## src/design/tch_pkg.sv

```systemverilog
// Shared types, register indexes and helper functions for the calibrated touch block.
// Used by the controller, the datapath and the top level; depends on nothing else.
package tch_pkg;

  localparam int RawW     = 10;
  localparam int ScreenW  = 16;
  localparam int CoefW    = 32;
  localparam int DivW     = 31;
  localparam int CfgIdxW  = 3;
  localparam int CfgDataW = 32;
  localparam int ProdW    = CoefW + RawW + 1;   // signed coef times unsigned raw
  localparam int SumW     = ProdW + 1;          // two products plus an offset
  localparam int DivSteps = SumW;               // one quotient bit per step
  localparam int CntW     = $clog2(DivSteps);
  localparam int HeldW    = 32;

  localparam logic [CfgIdxW-1:0] RegCoefXx  = 3'd0;
  localparam logic [CfgIdxW-1:0] RegCoefXy  = 3'd1;
  localparam logic [CfgIdxW-1:0] RegOffsetX = 3'd2;
  localparam logic [CfgIdxW-1:0] RegCoefYx  = 3'd3;
  localparam logic [CfgIdxW-1:0] RegCoefYy  = 3'd4;
  localparam logic [CfgIdxW-1:0] RegOffsetY = 3'd5;
  localparam logic [CfgIdxW-1:0] RegDivisor = 3'd6;

  localparam logic signed [CoefW-1:0] CoefUnity = 32'sd65536;
  localparam logic [DivW-1:0]         DivReset  = 31'd65536;
  localparam logic [HeldW:0]          Slop      = 33'd3;

  // Commands from the controller to the datapath.
  typedef struct packed {
    logic load_in;
    logic mul;
    logic sum;
    logic div_step;
    logic finish;
  } tch_cmd_t;

  // Status from the datapath to the controller.
  typedef struct packed {
    logic div_last;
  } tch_sts_t;

  // Saturates a sign-magnitude quotient to 32-bit signed.
  function automatic logic [HeldW-1:0] sat_quot(input logic neg, input logic [SumW-1:0] mag);
    logic [HeldW-1:0] res;
    if (!neg) begin
      if (|mag[SumW-1:HeldW-1]) res = {1'b0, {(HeldW-1){1'b1}}};
      else                      res = {1'b0, mag[HeldW-2:0]};
    end else begin
      if ((|mag[SumW-1:HeldW]) || (mag[HeldW-1] && (|mag[HeldW-2:0])))
        res = {1'b1, {(HeldW-1){1'b0}}};
      else
        res = -mag[HeldW-1:0];
    end
    return res;
  endfunction

  // Floor division by four, clipped to the 16-bit signed screen range.
  function automatic logic [ScreenW-1:0] shrink(input logic [HeldW-1:0] held);
    logic signed [HeldW-3:0] s;
    logic [ScreenW-1:0]      res;
    s = $signed(held[HeldW-1:2]);
    if (s > $signed(30'sd32767))       res = 16'h7fff;
    else if (s < $signed(-30'sd32768)) res = 16'h8000;
    else                               res = s[ScreenW-1:0];
    return res;
  endfunction

endpackage

```

## src/design/tch_in_if.sv

```systemverilog
// Handshake channel that carries one raw touch sample per beat.
// Depends on tch_pkg for the field widths.
interface tch_in_if;
  import tch_pkg::*;

  logic            valid;
  logic            ready;
  logic [RawW-1:0] raw_x;
  logic [RawW-1:0] raw_y;
  logic            pen_down;

  modport source (output valid, output raw_x, output raw_y, output pen_down, input ready);
  modport sink   (input valid, input raw_x, input raw_y, input pen_down, output ready);
endinterface

```

## src/design/tch_out_if.sv

```systemverilog
// Handshake channel that carries one calibrated touch report per beat.
// Depends on tch_pkg for the field widths.
interface tch_out_if;
  import tch_pkg::*;

  logic                      valid;
  logic                      ready;
  logic signed [ScreenW-1:0] screen_x;
  logic signed [ScreenW-1:0] screen_y;
  logic                      button_left;
  logic                      full_data;

  modport source (output valid, output screen_x, output screen_y, output button_left,
                  output full_data, input ready);
  modport sink   (input valid, input screen_x, input screen_y, input button_left,
                  input full_data, output ready);
endinterface

```

## src/design/tch_ctrl.sv

```systemverilog
// Sequencer for the touch calibration block: accept, multiply, sum, divide, finish.
// Depends on tch_pkg for the command and status structs.
module tch_ctrl (
  input  logic              clk_i,
  input  logic              rst_ni,
  input  logic              in_valid_i,
  output logic              in_ready_o,
  output logic              out_valid_o,
  input  logic              out_ready_i,
  input  tch_pkg::tch_sts_t sts_i,
  output tch_pkg::tch_cmd_t cmd_o
);
  import tch_pkg::*;

  localparam logic [2:0] StIdle = 3'd0;
  localparam logic [2:0] StMul  = 3'd1;
  localparam logic [2:0] StSum  = 3'd2;
  localparam logic [2:0] StDiv  = 3'd3;
  localparam logic [2:0] StFin  = 3'd4;

  logic [2:0] state_q, state_d;
  logic       out_valid_q, out_valid_d;

  always_comb begin
    state_d    = state_q;
    cmd_o      = '0;
    in_ready_o = 1'b0;
    unique case (state_q)
      StIdle: begin
        in_ready_o = 1'b1;
        if (in_valid_i) begin
          cmd_o.load_in = 1'b1;
          state_d       = StMul;
        end
      end
      StMul: begin
        cmd_o.mul = 1'b1;
        state_d   = StSum;
      end
      StSum: begin
        cmd_o.sum = 1'b1;
        state_d   = StDiv;
      end
      StDiv: begin
        cmd_o.div_step = 1'b1;
        if (sts_i.div_last) state_d = StFin;
      end
      StFin: begin
        // The held values and the report register change together, so wait
        // until the previous report has left.
        if (!out_valid_q || out_ready_i) begin
          cmd_o.finish = 1'b1;
          state_d      = StIdle;
        end
      end
      default: state_d = StIdle;
    endcase
  end

  always_comb begin
    out_valid_d = out_valid_q;
    if (cmd_o.finish)     out_valid_d = 1'b1;
    else if (out_ready_i) out_valid_d = 1'b0;
  end

  always_ff @(posedge clk_i or negedge rst_ni) begin
    if (!rst_ni) begin
      state_q     <= StIdle;
      out_valid_q <= 1'b0;
    end else begin
      state_q     <= state_d;
      out_valid_q <= out_valid_d;
    end
  end

  assign out_valid_o = out_valid_q;

endmodule

```

## src/design/tch_dp.sv

```systemverilog
// Datapath of the touch calibration block: coefficient registers, multipliers,
// two restoring dividers, hysteresis state and the report register. Depends on tch_pkg.
module tch_dp (
  input  logic                               clk_i,
  input  logic                               rst_ni,
  input  logic                               cfg_we_i,
  input  logic [tch_pkg::CfgIdxW-1:0]        cfg_idx_i,
  input  logic [tch_pkg::CfgDataW-1:0]       cfg_data_i,
  input  logic [tch_pkg::RawW-1:0]           raw_x_i,
  input  logic [tch_pkg::RawW-1:0]           raw_y_i,
  input  logic                               pen_down_i,
  input  tch_pkg::tch_cmd_t                  cmd_i,
  output tch_pkg::tch_sts_t                  sts_o,
  output logic signed [tch_pkg::ScreenW-1:0] screen_x_o,
  output logic signed [tch_pkg::ScreenW-1:0] screen_y_o,
  output logic                               button_left_o,
  output logic                               full_data_o
);
  import tch_pkg::*;

  // Configuration registers, one row per axis.
  logic signed [CoefW-1:0] coef_a_q [2];   // weight of raw x
  logic signed [CoefW-1:0] coef_b_q [2];   // weight of raw y
  logic signed [CoefW-1:0] offs_q   [2];
  logic [DivW-1:0]         dvs_q;
  logic [DivW-1:0]         dvs_eff;

  logic [RawW-1:0] x_q, y_q;
  logic            pen_q;
  logic [CntW-1:0] cnt_q;

  logic [ScreenW-1:0] scr_q [2];

  always_ff @(posedge clk_i or negedge rst_ni) begin
    if (!rst_ni) begin
      coef_a_q[0] <= CoefUnity;
      coef_b_q[0] <= '0;
      offs_q[0]   <= '0;
      coef_a_q[1] <= '0;
      coef_b_q[1] <= CoefUnity;
      offs_q[1]   <= '0;
      dvs_q       <= DivReset;
    end else if (cfg_we_i) begin
      unique case (cfg_idx_i)
        RegCoefXx:  coef_a_q[0] <= $signed(cfg_data_i);
        RegCoefXy:  coef_b_q[0] <= $signed(cfg_data_i);
        RegOffsetX: offs_q[0]   <= $signed(cfg_data_i);
        RegCoefYx:  coef_a_q[1] <= $signed(cfg_data_i);
        RegCoefYy:  coef_b_q[1] <= $signed(cfg_data_i);
        RegOffsetY: offs_q[1]   <= $signed(cfg_data_i);
        RegDivisor: dvs_q       <= cfg_data_i[DivW-1:0];
        default: ;
      endcase
    end
  end

  // A zero divisor acts as one.
  assign dvs_eff = (dvs_q == '0) ? {{(DivW-1){1'b0}}, 1'b1} : dvs_q;

  always_ff @(posedge clk_i) begin
    if (cmd_i.load_in) begin
      x_q   <= raw_x_i;
      y_q   <= raw_y_i;
      pen_q <= pen_down_i;
    end
  end

  always_ff @(posedge clk_i or negedge rst_ni) begin
    if (!rst_ni) begin
      cnt_q <= '0;
    end else if (cmd_i.sum) begin
      cnt_q <= CntW'(DivSteps - 1);
    end else if (cmd_i.div_step) begin
      cnt_q <= cnt_q - 1'b1;
    end
  end

  assign sts_o.div_last = (cnt_q == '0);

  for (genvar ax = 0; ax < 2; ax++) begin : g_axis
    logic signed [ProdW-1:0] prod_a_q, prod_b_q;
    logic signed [SumW-1:0]  sum;
    logic [SumW-1:0]         mag;
    logic                    neg_q;
    logic [SumW-1:0]         quo_q;
    logic [DivW-1:0]         rem_q;
    logic [DivW:0]           trial;
    logic                    fits;
    logic [HeldW-1:0]        fresh;
    logic [HeldW:0]          diff;
    logic [HeldW:0]          gap;
    logic [HeldW-1:0]        held_q, held_new;

    always_ff @(posedge clk_i) begin
      if (cmd_i.mul) begin
        prod_a_q <= ProdW'(coef_a_q[ax]) * ProdW'($signed({1'b0, x_q}));
        prod_b_q <= ProdW'(coef_b_q[ax]) * ProdW'($signed({1'b0, y_q}));
      end
    end

    assign sum = SumW'(prod_a_q) + SumW'(prod_b_q) + SumW'(offs_q[ax]);
    assign mag = sum[SumW-1] ? SumW'(-sum) : SumW'(sum);

    // Restoring division of the magnitude, one quotient bit per step.
    assign trial = {rem_q, quo_q[SumW-1]};
    assign fits  = (trial >= {1'b0, dvs_eff});

    always_ff @(posedge clk_i) begin
      if (cmd_i.sum) begin
        neg_q <= sum[SumW-1];
        quo_q <= mag;
        rem_q <= '0;
      end else if (cmd_i.div_step) begin
        quo_q <= {quo_q[SumW-2:0], fits};
        rem_q <= fits ? DivW'(trial - {1'b0, dvs_eff}) : trial[DivW-1:0];
      end
    end

    assign fresh    = sat_quot(neg_q, quo_q);
    assign diff     = {fresh[HeldW-1], fresh} - {held_q[HeldW-1], held_q};
    assign gap      = diff[HeldW] ? -diff : diff;
    assign held_new = (gap >= Slop) ? {fresh[HeldW-1:2], 2'b00} : held_q;

    always_ff @(posedge clk_i or negedge rst_ni) begin
      if (!rst_ni) begin
        held_q <= '0;
      end else if (cmd_i.finish) begin
        held_q <= held_new;
      end
    end

    always_ff @(posedge clk_i) begin
      if (cmd_i.finish) scr_q[ax] <= shrink(held_new);
    end
  end

  always_ff @(posedge clk_i) begin
    if (cmd_i.finish) begin
      button_left_o <= pen_q;
      full_data_o   <= pen_q;
    end
  end

  assign screen_x_o = $signed(scr_q[0]);
  assign screen_y_o = $signed(scr_q[1]);

endmodule

```

## src/design/touch_calibrate_hysteresis.sv

```systemverilog
// Calibrated touch sample with hysteresis. Each sample is accepted and captured, multiplied,
// summed, put through 44 steps of the restoring divider (one quotient bit each, both axes in
// parallel) and then used to update the held position, which registers its report. The update
// waits for as long as an earlier report is still untaken in the output register. A new sample
// is taken once the previous one has finished, while its report may still wait in the output
// register. Configuration is written through cfg_we_i/cfg_idx_i/cfg_data_i and applies to the
// next sample only if the user writes it between samples; the block itself does not enforce this.
module touch_calibrate_hysteresis (
  input  logic                          clk_i,
  input  logic                          rst_ni,
  input  logic                          cfg_we_i,
  input  logic [tch_pkg::CfgIdxW-1:0]   cfg_idx_i,
  input  logic [tch_pkg::CfgDataW-1:0]  cfg_data_i,
  tch_in_if.sink                        sample_i,
  tch_out_if.source                     result_o
);
  import tch_pkg::*;

  tch_cmd_t cmd;
  tch_sts_t sts;
  logic     in_ready;
  logic     out_valid;

  tch_ctrl u_ctrl (
    .clk_i       (clk_i),
    .rst_ni      (rst_ni),
    .in_valid_i  (sample_i.valid),
    .in_ready_o  (in_ready),
    .out_valid_o (out_valid),
    .out_ready_i (result_o.ready),
    .sts_i       (sts),
    .cmd_o       (cmd)
  );

  tch_dp u_dp (
    .clk_i         (clk_i),
    .rst_ni        (rst_ni),
    .cfg_we_i      (cfg_we_i),
    .cfg_idx_i     (cfg_idx_i),
    .cfg_data_i    (cfg_data_i),
    .raw_x_i       (sample_i.raw_x),
    .raw_y_i       (sample_i.raw_y),
    .pen_down_i    (sample_i.pen_down),
    .cmd_i         (cmd),
    .sts_o         (sts),
    .screen_x_o    (result_o.screen_x),
    .screen_y_o    (result_o.screen_y),
    .button_left_o (result_o.button_left),
    .full_data_o   (result_o.full_data)
  );

  assign sample_i.ready = in_ready;
  assign result_o.valid = out_valid;

  // At most one step of the sequence is commanded in any cycle.
  a_cmd_onehot : assert property (@(posedge clk_i) disable iff (!rst_ni)
    $onehot0({cmd.load_in, cmd.mul, cmd.sum, cmd.div_step, cmd.finish}))
    else $error("more than one datapath command at once");

  // A new report never overwrites one that has not been taken.
  a_no_overwrite : assert property (@(posedge clk_i) disable iff (!rst_ni)
    cmd.finish |-> (!out_valid || result_o.ready))
    else $error("report overwritten before it was taken");

  // Only one sample is in work at a time.
  a_one_in_work : assert property (@(posedge clk_i) disable iff (!rst_ni)
    (sample_i.valid && in_ready) |=> !in_ready)
    else $error("sample accepted while another is in work");

  // A taken report leaves unless a new one is written in the same cycle.
  a_report_drains : assert property (@(posedge clk_i) disable iff (!rst_ni)
    (out_valid && result_o.ready && !cmd.finish) |=> !out_valid)
    else $error("report still shown after it was taken");

endmodule

```

## src/flat_wrapper.sv

```systemverilog
// flat-port wrapper written by rule: the top's interface ports become plain ports
module touch_calibrate_hysteresis_flat import tch_pkg::*;
  (clk_i, rst_ni, cfg_we_i, cfg_idx_i, cfg_data_i, sample_i_valid, sample_i_raw_x, sample_i_raw_y, sample_i_pen_down, sample_i_ready, result_o_valid, result_o_screen_x, result_o_screen_y, result_o_button_left, result_o_full_data, result_o_ready);
  tch_in_if sample_i_i ();
  tch_out_if result_o_i ();
  input  logic clk_i;
  input  logic rst_ni;
  input  logic cfg_we_i;
  input  logic [tch_pkg::CfgIdxW-1:0] cfg_idx_i;
  input  logic [tch_pkg::CfgDataW-1:0] cfg_data_i;
  input wire logic [$bits(sample_i_i.valid)-1:0] sample_i_valid;
  input wire logic [$bits(sample_i_i.raw_x)-1:0] sample_i_raw_x;
  input wire logic [$bits(sample_i_i.raw_y)-1:0] sample_i_raw_y;
  input wire logic [$bits(sample_i_i.pen_down)-1:0] sample_i_pen_down;
  output wire logic [$bits(sample_i_i.ready)-1:0] sample_i_ready;
  output wire logic [$bits(result_o_i.valid)-1:0] result_o_valid;
  output wire logic [$bits(result_o_i.screen_x)-1:0] result_o_screen_x;
  output wire logic [$bits(result_o_i.screen_y)-1:0] result_o_screen_y;
  output wire logic [$bits(result_o_i.button_left)-1:0] result_o_button_left;
  output wire logic [$bits(result_o_i.full_data)-1:0] result_o_full_data;
  input wire logic [$bits(result_o_i.ready)-1:0] result_o_ready;
  assign sample_i_i.valid = sample_i_valid;
  assign sample_i_i.raw_x = sample_i_raw_x;
  assign sample_i_i.raw_y = sample_i_raw_y;
  assign sample_i_i.pen_down = sample_i_pen_down;
  assign sample_i_ready = sample_i_i.ready;
  assign result_o_valid = result_o_i.valid;
  assign result_o_screen_x = result_o_i.screen_x;
  assign result_o_screen_y = result_o_i.screen_y;
  assign result_o_button_left = result_o_i.button_left;
  assign result_o_full_data = result_o_i.full_data;
  assign result_o_i.ready = result_o_ready;
  touch_calibrate_hysteresis u_core (.clk_i(clk_i), .rst_ni(rst_ni), .cfg_we_i(cfg_we_i), .cfg_idx_i(cfg_idx_i), .cfg_data_i(cfg_data_i), .sample_i(sample_i_i), .result_o(result_o_i));
endmodule
```

## config.mk

```make
export PLATFORM = sky130hd
export DESIGN_NAME = touch_calibrate_hysteresis_flat
export DESIGN_NICKNAME = d
export VERILOG_FILES = /design/src/design/tch_pkg.sv /design/src/design/tch_in_if.sv /design/src/design/tch_out_if.sv /design/src/design/tch_ctrl.sv /design/src/design/tch_dp.sv /design/src/design/touch_calibrate_hysteresis.sv /design/src/flat_wrapper.sv
export SDC_FILE = /design/constraint.sdc
export NUM_CORES = 2
export LEC_CHECK = 0
export BUFFER_PORTS_ARGS = -buffer_cell sky130_fd_sc_hd__buf_2
export CELL_PAD_IN_SITES_DETAIL_PLACEMENT = 0
export CELL_PAD_IN_SITES_GLOBAL_PLACEMENT = 1
export CORE_MARGIN = 2
export CORE_UTILIZATION = 47
export DETAILED_ROUTE_END_ITERATION = 16
export HOLD_SLACK_MARGIN = 0.08
export PLACE_DENSITY_LB_ADDON = 0.08
export SYNTH_ARGS = -nofsm -noshare
export SYNTH_HDL_FRONTEND = slang
export SYNTH_SLANG_ARGS = --single-unit
```

## constraint.sdc

```tcl
create_clock -name clk_i -period 7.87 [get_ports clk_i]
set_input_delay 0.3935 -clock clk_i [delete_from_list [all_inputs] [get_ports clk_i]]
set_output_delay 0.3935 -clock clk_i [all_outputs]
set_load 0.005 [all_outputs]
```

# Word-level counts from Yosys, hierarchy flattened
# Memories as Yosys holds them, arrays and structs flattened.
# Cells that the tools add are included.
# word_totals
regBits	639
ram_bits	32
wordCells	136
mem_count	1
# op_classes
n_addsub	15
mul	4
order_cmp	8
eq_ne	13
n_mux	43
reduce_logical	26
# memory_table
name	depth	word_bits	rd	rd_clocked_by_memory_dff	write_ports	line	text
u_core.u_dp.scr_q	2	16	2	0	2	tch_dp.sv:32	logic [ScreenW-1:0] scr_q [2];
# op_table
cell	n
$mux 44	6
$mux 32	6
$mul 32x11->43	4
$mux 31	5
$mux 16	6
$add 43x43->44	2
$add 44x32->44	2
$neg 44->44	2
$ge 33x2->1 const B	2
$mux 33	2
$neg 33->33	2
$sub 32x32->33	2
$ge 32x31->1	2
$neg 32->32	2
$reduce_or 31->1	2
$sub 31x31->31	2
$gt 30x16->1 const B	2
$lt 30x16->1 const B	2
$logic_not 31->1	1
$reduce_or 13->1	2
$reduce_or 12->1	2
$pmux 3 s5	1
$reduce_and 2->1	7
$eq 3x2->1 const B	4
other kinds (15)	39

# Depth between registers and ports, before layout
# logic_depth
word_depth	14
ltp_mapped	31
ltp_nobuf	27

# By module
# Synthesis repeated with hierarchy kept, for this count alone.
# hier_totals
hier_cells	9249
hier_area_um2	87979.4
# modules_own_cells
module	instances	cells_per_inst	area_per_inst_um2
tch_dp	1	9225	87751.7
tch_ctrl	1	24	227.7

# Worst setup path before layout
# No wires, ideal clock.
# synth_timing
path_kind	reg-to-reg
startpoint	register u_core.u_ctrl.state_q[0]
endpoint	register u_core.u_dp.g_axis[0].prod_a_q[0], enable pin
setup_ns	0.706
arrival_time_ns	7.857
required_time_ns	7.164
path_slack_ns	-0.693
path_stages_with_launch	4
period_less_slack_ns	8.563
cell_sequence	dfrtp_1 -> clkbuf_1 -> nand2b_1 -> nor2_1
# synth_via
elab_chain_cells	2
# synth_lines
item	line	text
start: declaration	tch_ctrl.sv:21	logic [2:0] state_q, state_d;
start signal: assignment	tch_ctrl.sv:68	state_q <= StIdle;
start signal: assignment	tch_ctrl.sv:71	state_q <= state_d;
$eq 3x1->1	tch_ctrl.sv:28	unique case (state_q)
$mux 1	tch_ctrl.sv:28	
end signal: assignment	tch_dp.sv:96	prod_a_q <= ProdW'(coef_a_q[ax]) * ProdW'($signed({1'b0, x_q}));
end: declaration	tch_dp.sv:81	logic signed [ProdW-1:0] prod_a_q, prod_b_q;
# No other way between the ends.
# A chain may end at the register's enable or synchronous reset.

# Worst setup path after layout
# layout_timing
startpoint	register u_core.u_dp.g_axis[1].quo_q[19]
endpoint	register u_core.u_dp.g_axis[1].held_q[19]
# layout_via
elab_chain_cells	10
word_cells_on_any_way	12
cone_classes	3 x add/sub; 1 x order compare; 5 x mux; 3 x reduce/logical
# layout_lines
item	line	text
start: declaration	tch_dp.sv:85	logic [SumW-1:0] quo_q;
start signal: assignment	tch_dp.sv:111	quo_q <= mag;
start signal: assignment	tch_dp.sv:114	quo_q <= {quo_q[SumW-2:0], fits};
branches (longest 4 deep; another with $neg 32->32)	n/a	
$mux 32 *	tch_pkg.sv:46	if (!neg) begin
$sub 32x32->33	tch_dp.sv:120	assign diff = {fresh[HeldW-1], fresh} - {held_q[HeldW-1], held_q};
$neg 33->33	tch_dp.sv:121	assign gap = diff[HeldW] ? -diff : diff;
$mux 33	tch_dp.sv:121	
$ge 33x2->1	tch_dp.sv:122	assign held_new = (gap >= Slop) ? {fresh[HeldW-1:2], 2'b00} : held_q;
$mux 32 *	tch_dp.sv:122	
end signal: assignment	tch_dp.sv:128	held_q <= held_new;
end: declaration	tch_dp.sv:92	logic [HeldW-1:0] held_q, held_new;
# Mark *: on every way between the ends.

==> flow_summary.ini <==
[outcome]
status = finished, final reports clean

[floorplan]
die_w_microns = 433
rows = 157
fp.dieH_microns = 433
start_util_pct = 47.2
die_area_sq_um = 187000
coreArea_sq_um = 183000
io_pins = 97

[global_routing]
use_met2_pct = 42.7
gr-total-overflow = 0
antenna_found_initial = 36
grt_pass1_vias = 67600
use_met1_pct = 38.8
met3_usage_pct = 5.02
grt_max_degree = 95
track_usage_pct = 27.1
grt_pass1_wl_microns = 395000
top_usage_layer = met2

[final_layout]
nets = 11000
utilization_pct = 51.5
nFillCells = 17000
syn_to_final_growth_pct = 9.16
drive_gt1_share_pct = 9.48

[worst_setup_path]
cp_cell_sequence = or4_1 -> or4_4 -> or4_4 -> nor3_1 -> nor2_1 -> buf_4 -> o22ai_1 -> ha_1 -> or2_2 -> o31a_1 -> o2111a_1 -> a21o_1 -> a41o_1 -> a211o_1 -> a21o_2 -> or3_1 -> a211oi_1 -> nor3_1 -> or4b_1 -> nor4_4 -> buf_4 -> nor2b_2 -> buf_12 -> mux2_1
cp-start-kind = flip-flop
crit_buf_inv = 3
endpoint_kind = flip-flop
r2r_slack_ns = 0.31
cpLargestDelayFamily = simple AND/OR/NAND/NOR gates
critPathSlowestCell = or4_1
crit_fanout = 15
critPathMaxStageDelay_ns = 0.59
crit_type = reg2reg
crit_required_ns = 8.48
cp.arrival_ns = 8.18

[timing]
rsz0062_at_grt = no
period_share_pct = 96.1
fin_skew_ns = 0.0689
fmax_mhz = 132
slew_viol_final = 0
tightest_slew_ns = 1.09
slew_headroom_pct = 26.1
setup-violations-final = 0
layout_min_cycle_time_ns = 7.56
final_hold_viol_count = 0

[clocking]
clockBufferDepth = 3
cts_tree = yes
cts_inserted_buffers = 88
clk_latency_ns = 0.76
cts_sinks = 671
clockRootBuffer = clkbuf_16
cts.clk_slew.worst_paths_ns = 0.06
h-tree-depth = 3

[routing]
drc_errors = 0
firstDrtPassIters = 6
wl_per_cell_microns = 21.2
wirelength_microns = 249000
drtIter0Drc = 4139
antenna_left = 0
avgViaCountPerCell = 5.56
vias = 65200

[synthesis]
synth_top_area_cell = fa_1
synth_top_area_share_pct = 27.5
yosysSeqAreaShare_pct = 20.9
synth_edf_count = 316
yosys_warnings = 0
synth_commonest_cells = fa_1 (1184), inv_1 (1151), nand2_1 (1033)
postSynthAreaPerCell_sq_um = 9.45
synth-seq-cells = 671
async_reset_ff_share_pct = 43.7
netlist_instances = 9137
netlist_area_sq_um = 86300
synth_nets = 11000
synth_flop_cell = edfxtp_1
synthTopCellsByArea = fa_1 (27%), edfxtp_1 (11%), ha_1 (8.5%)
synth.most_common_cell = fa_1
ys_types = 95

[place]
portBuffers = 96
gp_congestion = 0.882
hpwl_microns = 194000

[worst_hold_path]
hp-class = in2async

[run]
cap_viol_max_count = 0
==> metrics by stage <==
| step | hold slack (ns) | area [sq um] | setup WS [ns] | cells | TNS [ns] |
|---|---|---|---|---|---|
| after detailed placement | 0.413 | 90400 | -0.104 | 11500 | -2.88 |
| after CTS | 0.166 | 93800 | 0.0386 | 11700 | 0 |
| after floorplan | 0.0979 | 86400 | 0.0914 | 9137 | 0 |
| after global routing | 0.230 | 94200 | 0.00271 | 11700 | 0 |
| final | 0.235 | 94300 | 0.306 | 11700 | 0 |
| after global placement | 0.429 | 90400 | -0.0498 | 11500 | -1.23 |
==> cell families (layout without fill, tap and decap cells) <==
group	Yosys count	after routing	share of synthesized area, %
flip-flops	671	671	20.9
XOR/XNOR	406	406	4.12
AND/OR/NAND/NOR	2898	2898	16.7
other	0	33	0
buffers and inverters	1585	1688	6.93
adder cells (fa/ha/maj)	1770	1770	35.9
multiplexers	315	315	4.06
AO/OA/AOI/OAI	1492	1492	11.3
==> layout make-up <==
type | count | area (sq um) | area share (%)
multi-input cells | 6881 | 62700 | 66.5
flip-flops and latches | 671 | 18100 | 19.2
inverters | 1153 | 4330 | 4.59
well taps | 2464 | 3080 | 3.27
repair buffers | 370 | 2840 | 3.01
clock buffers | 131 | 2670 | 2.84
clock inverters | 34 | 526 | 0.558
diodes | 33 | 82.6 | 0.0876
==> final timing paths <==
| check | startpoint | to | depth (start not counted) |
|---|---|---|---|
| max | u_core.u_dp.g_axis[1].quo_q[19]$_DFFE_PN_ | u_core.u_dp.g_axis[1].held_q[19]$_DFFE_PN0P_ | 24 |
| min | rst_ni | u_core.u_dp.cnt_q[3]$_DFFE_PN0N_ | 2 |
| max reg2reg | u_core.u_dp.g_axis[1].quo_q[19]$_DFFE_PN_ | u_core.u_dp.g_axis[1].held_q[19]$_DFFE_PN0P_ | 24 |
| min reg2reg | u_core.u_dp.pen_q$_DFFE_PP_ | u_core.u_dp.full_data_o$_DFFE_PP_ | 0 |
| max in group asynchronous | rst_ni | u_core.u_dp.coef_b_q[55]$_DFFE_PN0P_ | 4 |
| min in group clk_i | cfg_we_i | u_core.u_dp.coef_a_q[1]$_DFFE_PN0P_ | 3 |
==> layout by cell type, fill, tap and decap left out, types with 38 or more instances in the layout <==
| master | synthesis | layout |
|---|---|---|
| nand2b_1 | 54 | 52 |
| nor3_1 | 142 | 137 |
| mux2_2 | 253 | 253 |
| a21oi_1 | 377 | 374 |
| xor2_1 | 147 | 146 |
| nor2_1 | 376 | 374 |
| and2_1 | 726 | 725 |
| o21bai_1 | 40 | 40 |
| fa_1 | 1184 | 1184 |
| o21a_1 | 68 | 68 |
| ha_1 | 586 | 586 |
| inv_1 | 1151 | 1151 |
| dfxtp_1 | 62 | 62 |
| edfxtp_1 | 316 | 316 |
| o21ai_0 | 339 | 336 |
| nand2_1 | 1033 | 1032 |
| nand3_1 | 148 | 148 |
| xnor2_1 | 259 | 256 |
| clkbuf_16 | 0 | 96 |
| and3_1 | 69 | 68 |
| nor2b_1 | 50 | 50 |
| o31ai_1 | 40 | 38 |
| a21o_1 | 134 | 133 |
| buf_4 | 2 | 230 |
| dfrtp_1 | 290 | 289 |
| a31oi_1 | 53 | 52 |
| buf_2 | 6 | 95 |
| or3_1 | 51 | 50 |
| nor4_1 | 61 | 58 |
| o211ai_1 | 41 | 41 |
| nand4_1 | 53 | 53 |
| o311ai_0 | 50 | 45 |
| a211oi_1 | 54 | 52 |
==> worst reg2reg max path: stages (launching register included) <==
cell and delay (ns):
edfxtp_1 0.37, or4_1 0.59, or4_4 0.53, or4_4 0.53, nor3_1 0.20, nor2_1 0.13, buf_4 0.19, o22ai_1 0.31
ha_1 0.36, or2_2 0.33, o31a_1 0.15, o2111a_1 0.19, a21o_1 0.24, a41o_1 0.32, a211o_1 0.33, a21o_2 0.30
or3_1 0.39, a211oi_1 0.24, nor3_1 0.10, or4b_1 0.58, nor4_4 0.32, buf_4 0.19, nor2b_2 0.08, buf_12 0.17
mux2_1 0.32
==> layer usage <==
layer | share of wire [%] | wire length [microns] | vias up
met5 | 0.020 | 49 | -
met4 | 2.4 | 5930 | 8
met3 | 6.3 | 15600 | 279
met2 | 45 | 111000 | 1528
met1 | 47 | 116000 | 32900
li1 | - | - | 30500
==> registers in the layout (all words and copies together), names as in the netlist, 2 cells and up <==
name                         count
u_core.u_dp.g_axis.prod_a_q     86
u_core.u_dp.g_axis.quo_q        88
u_core.u_dp.offs_q              64
u_core.u_dp.g_axis.rem_q        62
u_core.u_dp.coef_b_q            64
u_core.u_dp.g_axis.prod_b_q     86
u_core.u_dp.coef_a_q            64
u_core.u_dp.g_axis.neg_q         2
u_core.u_ctrl.state_q            3
u_core.u_dp.y_q                 10
u_core.u_dp.cnt_q                6
u_core.u_dp.g_axis.held_q       60
u_core.u_dp.scr_q               32
u_core.u_dp.x_q                 10
u_core.u_dp.dvs_q               31
==> timing repair <==
item / CTS / global route
endpoints found under the setup margin: 42 / 100
buffers inserted: 3 / 9
hold endpoints to repair: 111 / 0
pin swaps: 0 / 8
gates resized for setup: 1 / 56
hold buffers: 24 / 0
Power is not shown: default switching activity piles up to over one toggle a cycle in this logic, so the estimate is an artifact.
